===== config.mk =====
export PLATFORM = sky130hd
export DESIGN_NAME = shift_register_output_expander_core_flat
export DESIGN_NICKNAME = d
export VERILOG_FILES = /design/src/rtl/sroe_pkg.sv /design/src/rtl/sroe_cmd_if.sv /design/src/rtl/sroe_res_if.sv /design/src/rtl/sroe_update.sv /design/src/rtl/shift_register_output_expander_core.sv /design/src/flat_wrapper.sv
export SDC_FILE = /design/constraint.sdc
export NUM_CORES = 1
export LEC_CHECK = 0
export BUFFER_PORTS_ARGS = -buffer_cell sky130_fd_sc_hd__buf_2
export CAP_MARGIN = 20
export CORE_ASPECT_RATIO = 2
export CORE_MARGIN = 5
export CORE_UTILIZATION = 30
export CTS_CLUSTER_SIZE = 30
export DETAILED_ROUTE_END_ITERATION = 16
export SLEW_MARGIN = 20
export SYNTH_ARGS = -nofsm -noshare
export SYNTH_HDL_FRONTEND = slang
export SYNTH_HIERARCHICAL = 1
export SYNTH_SLANG_ARGS = --single-unit

===== constraint.sdc =====
create_clock -name i_clk -period 4 [get_ports i_clk]
set_input_delay 0.6 -clock i_clk [delete_from_list [all_inputs] [get_ports i_clk]]
set_output_delay 0.6 -clock i_clk [all_outputs]
set_load 0.01 [all_outputs]

===== src/rtl/sroe_pkg.sv =====
// Package for the shift register output expander: command and result payload
// types, opcode codes, word constants and the shadow reset value.
// No dependencies.
package sroe_pkg;

    localparam int unsigned WordBits = 16;
    localparam int unsigned CntBits  = $clog2(WordBits);

    typedef enum logic [1:0] {
        OP_RAW_WRITE = 2'd0,
        OP_SET_LEDS  = 2'd1,
        OP_SET_ENA   = 2'd2,
        OP_SET_DIR   = 2'd3
    } t_opcode;

    localparam logic [WordBits-1:0] LED_MASK    = 16'hFFC0;
    localparam logic [WordBits-1:0] DIR_MASK    = 16'h0015;
    localparam logic [WordBits-1:0] ENA_MASK    = 16'h002A;
    localparam logic [WordBits-1:0] TOP_BIT     = 16'h8000;
    localparam logic [WordBits-1:0] SHADOW_INIT = ENA_MASK;
    localparam logic [1:0]          NUM_DRIVERS = 2'd3;

    typedef struct packed {
        t_opcode               opcode;
        logic [WordBits-1:0]   raw_word;
        logic [9:0]            led_pattern;
        logic [1:0]            driver_index;
        logic                  bit_value;
    } t_cmd;

    typedef struct packed {
        logic                  serial_bit;
        logic [WordBits-1:0]   output_word;
        logic                  latch_strobe;
    } t_res;

endpackage


===== src/rtl/sroe_cmd_if.sv =====
// Valid/ready channel carrying one command transfer (sroe_pkg::t_cmd).
// Depends on sroe_pkg.
interface sroe_cmd_if;
    logic          valid;
    logic          ready;
    sroe_pkg::t_cmd data;

    modport source (output valid, output data, input ready);
    modport sink   (input valid, input data, output ready);
endinterface


===== src/rtl/sroe_res_if.sv =====
// Valid/ready channel carrying one serial result transfer (sroe_pkg::t_res).
// Depends on sroe_pkg.
interface sroe_res_if;
    logic          valid;
    logic          ready;
    sroe_pkg::t_res data;

    modport source (output valid, output data, input ready);
    modport sink   (input valid, input data, output ready);
endinterface


===== src/rtl/sroe_update.sv =====
// Combinational word update: builds the new output word from the shadow and
// one command. Depends on sroe_pkg.
module sroe_update (
    input  logic [sroe_pkg::WordBits-1:0] i_shadow,
    input  sroe_pkg::t_cmd                i_cmd,
    output logic [sroe_pkg::WordBits-1:0] o_word
);

    logic [sroe_pkg::WordBits-1:0] led_bits;
    logic [3:0]                    pos;
    logic [sroe_pkg::WordBits-1:0] bit_mask;
    logic                          idx_ok;

    assign led_bits = {i_cmd.led_pattern[7:0], i_cmd.led_pattern[9],
                       i_cmd.led_pattern[8], 6'd0};
    assign idx_ok   = (i_cmd.driver_index < sroe_pkg::NUM_DRIVERS);

    always_comb begin
        pos = {1'b0, i_cmd.driver_index, 1'b0};
        if (i_cmd.opcode == sroe_pkg::OP_SET_ENA) begin
            pos = pos | 4'd1;
        end
        bit_mask = sroe_pkg::WordBits'(1) << pos;
    end

    always_comb begin
        o_word = i_shadow;
        unique case (i_cmd.opcode)
            sroe_pkg::OP_RAW_WRITE: begin
                o_word = i_cmd.raw_word;
            end
            sroe_pkg::OP_SET_LEDS: begin
                o_word = (i_shadow & ~sroe_pkg::LED_MASK) | led_bits;
            end
            sroe_pkg::OP_SET_ENA, sroe_pkg::OP_SET_DIR: begin
                // bit_value high drives the line low (enable on / direction flag)
                if (idx_ok) begin
                    o_word = i_cmd.bit_value ? (i_shadow & ~bit_mask)
                                             : (i_shadow | bit_mask);
                end
            end
            default: begin
                o_word = i_shadow;
            end
        endcase
    end

endmodule


===== src/rtl/shift_register_output_expander_core.sv =====
// Top level of the shift register output expander: command register, word
// update, shadow and the 16-bit serial shifter.
// Depends on sroe_pkg, sroe_cmd_if, sroe_res_if and sroe_update.
//
//   channel  | dir | payload                                     | transfer
//   ---------+-----+---------------------------------------------+-------------------
//   i_cmd    | in  | opcode, raw_word, led_pattern, driver_index, | valid & ready
//            |     | bit_value                                   |
//   o_res    | out | serial_bit, output_word, latch_strobe       | valid & ready
//
// Each command yields 16 result transfers, one per cycle while o_res is ready,
// MSB first. A command moves from the command register into the shifter,
// and its first result appears once it is in the shifter.
// The command register accepts the next command while the shifter still
// drains the previous word, so consecutive words leave with no gap.
// Reset (synchronous, active low) empties both stages and sets the shadow to
// 0x002A, all drivers disabled. A stall on o_res holds the current bit.
module shift_register_output_expander_core (
    input  logic        i_clk,
    input  logic        i_rst_n,
    sroe_cmd_if.sink    i_cmd,
    sroe_res_if.source  o_res
);

    localparam logic [sroe_pkg::CntBits-1:0] LastBit =
        sroe_pkg::CntBits'(sroe_pkg::WordBits - 1);

    // Command register stage
    logic                          r_in_valid;
    sroe_pkg::t_cmd                r_in_cmd;

    // Shadow of the external chain
    logic [sroe_pkg::WordBits-1:0] r_shadow;

    // Shifter stage
    logic                          r_sh_valid;
    logic [sroe_pkg::WordBits-1:0] r_sh_word;
    logic [sroe_pkg::CntBits-1:0]  r_cnt;

    logic [sroe_pkg::WordBits-1:0] n_word;
    logic                          in_xfer;
    logic                          out_xfer;
    logic                          last_bit;
    logic                          load;

    sroe_update u_update (
        .i_shadow (r_shadow),
        .i_cmd    (r_in_cmd),
        .o_word   (n_word)
    );

    assign last_bit = (r_cnt == LastBit);
    assign out_xfer = o_res.valid && o_res.ready;
    // Move the held command into the shifter once the shifter is empty or
    // finishing its last bit this cycle.
    assign load     = r_in_valid && (!r_sh_valid || (out_xfer && last_bit));

    assign i_cmd.ready = !r_in_valid || load;
    assign in_xfer     = i_cmd.valid && i_cmd.ready;

    assign o_res.valid             = r_sh_valid;
    assign o_res.data.serial_bit   = r_sh_word[LastBit - r_cnt];
    assign o_res.data.output_word  = r_sh_word;
    assign o_res.data.latch_strobe = last_bit;

    // Control state
    always_ff @(posedge i_clk) begin
        if (!i_rst_n) begin
            r_in_valid <= 1'b0;
            r_sh_valid <= 1'b0;
            r_cnt      <= '0;
            r_shadow   <= sroe_pkg::SHADOW_INIT;
        end else begin
            if (in_xfer) begin
                r_in_valid <= 1'b1;
            end else if (load) begin
                r_in_valid <= 1'b0;
            end

            if (load) begin
                // Commit the new word: shadow and shifter change together.
                r_sh_valid <= 1'b1;
                r_cnt      <= '0;
                r_shadow   <= n_word;
            end else if (out_xfer) begin
                if (last_bit) begin
                    r_sh_valid <= 1'b0;
                end else begin
                    r_cnt <= r_cnt + 1'b1;
                end
            end
        end
    end

    // Payload registers
    always_ff @(posedge i_clk) begin
        if (in_xfer) begin
            r_in_cmd <= i_cmd.data;
        end
        if (load) begin
            r_sh_word <= n_word;
        end
    end

`ifndef SYNTHESIS
    // The word being shifted out is always the current shadow.
    a_word_is_shadow: assert property (@(posedge i_clk) disable iff (!i_rst_n)
        r_sh_valid |-> (r_sh_word == r_shadow))
        else $error("shifter word differs from shadow");

    // The shadow changes only when a command moves into the shifter.
    a_shadow_on_load: assert property (@(posedge i_clk) disable iff (!i_rst_n)
        !load |=> $stable(r_shadow))
        else $error("shadow changed without a load");

    // After the strobe transfer the shifter is empty or restarts at bit zero.
    a_strobe_ends_word: assert property (@(posedge i_clk) disable iff (!i_rst_n)
        (out_xfer && last_bit) |=> (!r_sh_valid || (r_cnt == '0)))
        else $error("word did not end after latch strobe");
`endif

endmodule

===== src/flat_wrapper.sv =====
// flat-port wrapper written by rule: the top's interface ports become plain ports
module shift_register_output_expander_core_flat 
  (i_clk, i_rst_n, i_cmd_valid, i_cmd_data, i_cmd_ready, o_res_valid, o_res_data, o_res_ready);
  sroe_cmd_if i_cmd_i ();
  sroe_res_if o_res_i ();
  input  logic i_clk;
  input  logic i_rst_n;
  input wire logic [$bits(i_cmd_i.valid)-1:0] i_cmd_valid;
  input wire logic [$bits(i_cmd_i.data)-1:0] i_cmd_data;
  output wire logic [$bits(i_cmd_i.ready)-1:0] i_cmd_ready;
  output wire logic [$bits(o_res_i.valid)-1:0] o_res_valid;
  output wire logic [$bits(o_res_i.data)-1:0] o_res_data;
  input wire logic [$bits(o_res_i.ready)-1:0] o_res_ready;
  assign i_cmd_i.valid = i_cmd_valid;
  assign i_cmd_i.data = i_cmd_data;
  assign i_cmd_ready = i_cmd_i.ready;
  assign o_res_valid = o_res_i.valid;
  assign o_res_data = o_res_i.data;
  assign o_res_i.ready = o_res_ready;
  shift_register_output_expander_core u_core (.i_clk(i_clk), .i_rst_n(i_rst_n), .i_cmd(i_cmd_i), .o_res(o_res_i));
endmodule

==> key figures <==
Status
  • Outcome: complete, no violations

Logic synthesis
  • Count of synthesis-stage warnings from yosys: 6
  • Post-synthesis cell count: 208
  • Post-synthesis instance area: 2933 um^2
  • Predominant post-synthesis flop cell: sky130_fd_sc_hd__edfxtp_1
  • Asr flop ratio synth: 0%
  • Portion of synthesized cell area occupied by the leading cell type: 48.12%
  • Syn_nets: 244
  • Flip-flop and latch count after synthesis: 69
  • Main area contributors after synthesis: sky130_fd_sc_hd__edfxtp_1 (48%), sky130_fd_sc_hd__dfxtp_1 (15%), sky130_fd_sc_hd__mux2i_1 (11%), sky130_fd_sc_hd__nor2b_1 (2.8%), sky130_fd_sc_hd__o21ai_0 (2.2%)
  • Count of flip-flops with a built-in enable after synthesis: 47
  • Largest area contributor in the synthesized netlist: sky130_fd_sc_hd__edfxtp_1
  • Distinct cell type count of the synthesized netlist: 37
  • Synth Area per Inst: 14.10 um^2
  • Sequential share of the synthesized area: 63.14%

Flow run
  • Number of maximum-capacitance constraint violations: 0

Placement
  • Placed cell count: 382
  • Global placement routability congestion: 0.7853
  • Placement Setup Slack: 1.601 ns
  • Post-DP HPWL: 4181 um
  • Total of buffers placed on input and output ports: 54

Timing
  • Layout Skew: 0.004708 ns
  • Max Fclk: 391.8 MHz
  • Count of final hold-check violations: 0
  • Total Neg Setup Slack: 0 ns
  • Final setup margin: 1.448 ns
  • Unrepaired setup endpoints after global routing: no
  • Count of final setup violators: 0
  • Max-slew violations: 0
  • Max_slew headroom: 33.89%
  • Final worst-path cycle share: 63.81%
  • Time the final worst path needs with I/O delays and setup: 2.552 ns
  • Transition at the pin with the smallest max-transition slack: 0.9916 ns

GRT
  • Global-route wire length before repair: 8749 um
  • Maximum number of pins on one net before global-route repair: 34
  • Antenna violations before repair: 0
  • Overflow after GRT: 0
  • Vias in the first global route: 1842
  • Global-route total usage across every layer: 9.794%

Min path
  • Tightest Hold Check Type: in -> reg

Route
  • Vias: 1729
  • Final WL: 5431 um
  • Number of remaining DRC errors: 0
  • Routed via count divided by cell count: 4.333
  • Starting DRC count in detailed routing: 56
  • First-pass iteration count of the detailed router: 4
  • Number of nets with antenna violations after routing: 0
  • Post-DR wirelength/cell: 13.61 um

Finish
  • Final Net Count: 298
  • Diode insertion count for antenna repair: 0
  • Leading cell types in the layout, fill and taps excluded: sky130_fd_sc_hd__buf_2 (54), sky130_fd_sc_hd__edfxtp_1 (47), sky130_fd_sc_hd__mux2i_1 (33)
  • Fraction of layout instances using a drive strength above 1: 30.71%
  • Area growth from synthesis to final layout: 22.53%
  • Final cell count without fillers: 399
  • Most common cell after layout, fill and taps aside: sky130_fd_sc_hd__buf_2

Die
  • Boundary Pins: 55
  • Initial Utilization: 30.44%
  • Die area: 11970 um^2
  • Core footprint: 9635 um^2
  • Number of rows in the core area: 51
  • Height of the die: 149.8 um
  • Die width: 79.92 um

Setup path
  • Required time of the critical path: 3.40 ns
  • Critical path endpoint category: output pin
  • Worst-path fanout max: 6
  • Worst setup path category: reg -> out
  • Worst endpoint data arrival time: 1.95 ns
  • Startpoint types: flop
  • Largest delay share family, worst path: multiplexers
  • Worst R2R Setup Slack: 1.65 ns
  • Count of buffer and inverter cells on the critical path: 1
  • Delay contributed by the slowest stage of the critical path: 0.56 ns
  • Cells along the critical path: mux4_2 -> nor2b_4 -> a211oi_2 -> a21oi_1 -> buf_2
  • Cell with the biggest individual delay on the critical path: sky130_fd_sc_hd__mux4_2

Clocking
  • Hold buffers post-CTS: 0
  • Post-CTS Resized: 0
  • Clock Tree Root: sky130_fd_sc_hd__clkbuf_16
  • Count of H-tree levels built during CTS: 3
  • CTS clock-pin slew for the worst setup and hold paths: 0.05 ns
  • Post-CTS setup buffers: 0
  • Clock net sink count: 69
  • CTS tree: yes
  • Number of clock buffers inserted by TritonCTS: 9
  • Latest clock arrival within the worst-skew pair: 0.32 ns
  • Maximum clock insertion buffer count: 2

Power
  • Maximum vdd ir drop: 303.9 uV
  • Leakage power of the design: 1.368 nW
  • Total Power: 1.663 mW
  • Power density relative to cell area: 462.7 nW/um^2
cells by family (layout without fill, tap and decap cells):
logic type,count (synthesis),in the layout,share of synthesized area [%]
flip-flops,69,69,63.14
AND/OR/NAND/NOR,51,51,9.854
multiplexers,37,37,14.59
AO/OA/AOI/OAI,31,31,7.210
buffers and inverters,17,76,4.180
XOR/XNOR,2,2,0.5974
adder cells (fa/ha/maj),1,1,0.4266
through the flow:
step	util, %	hold slack (ns)	cell area [um^2]
final	37.29	0.4508	3593
after global routing	37.29	0.4383	3593
after CTS	37.01	0.4324	3566
after detailed placement	34.11	0.4982	3287
after global placement	34.11	0.4822	3287
after floorplan	-	0.4634	2933
synth_stat cells, drive strengths merged (4+ instances only):
library cell and instances:
a21oi 6, buf 9, clkbuf 4, dfxtp 22, edfxtp 47, inv 4, mux2i 33, mux4 4
nand2 17, nor2 4, nor2b 14, nor3 5, o21ai 13
state kept, by name, indices dropped and copies added, names as in the netlist:
register	cells
u_core/r_in_valid	1
u_core/r_cnt	4
u_core/o_res.valid	1
u_core/r_shadow	16
u_core/r_sh_word	16
u_core/r_in_cmd	31
where the power goes:
part           internal [mW]  switching, mW  total (mW)  leakage, nW
Clock                  0.449          0.262       0.711        0.138
Combinational         0.0598         0.0620       0.122        0.599
Sequential             0.806         0.0240       0.830        0.631
Total                   1.32          0.348        1.66         1.37
final cells by class:
type,instances,area [um^2]
Clock buffer,12,256.5
Clock inverter,4,22.52
Fill cell,936,6042
Inverter,4,15.01
Multi-Input combinational cell,122,977.2
Sequential cell,69,1852
Tap cell,132,165.2
Timing Repair Buffer,56,305.3
routing by layer:
| layer | vias up | track usage (%) | wire length [um] |
|---|---|---|---|
| met1 | 808 | 9.861 | 1995 |
| met5 | - | 0 | 0 |
| met4 | 0 | 6.599 | 148 |
| li1 | 876 | - | - |
| met3 | 7 | 2.229 | 250 |
| met2 | 38 | 17.40 | 3037 |
worst paths after layout:
check	depth (start not counted)	to	from
setup / recovery	5	o_res_data[17]	u_core/r_cnt[0]
hold / removal	1	u_core/r_in_cmd[13]	i_cmd_data[13]
setup reg to reg	4	u_core/r_in_cmd[14]	u_core/r_cnt[1]
hold reg to reg	2	u_core/r_shadow[1]	u_core/r_shadow[1]
worst register-to-register path: stages, from the launching register on:
cell and delay, ns:
sky130_fd_sc_hd__dfxtp_1 0.51, sky130_fd_sc_hd__ha_1 0.29, sky130_fd_sc_hd__nand4_2 0.16, sky130_fd_sc_hd__and2_1 0.25, sky130_fd_sc_hd__a21oi_4 0.75
No activity file was read; power rests on OpenSTA's default activity.
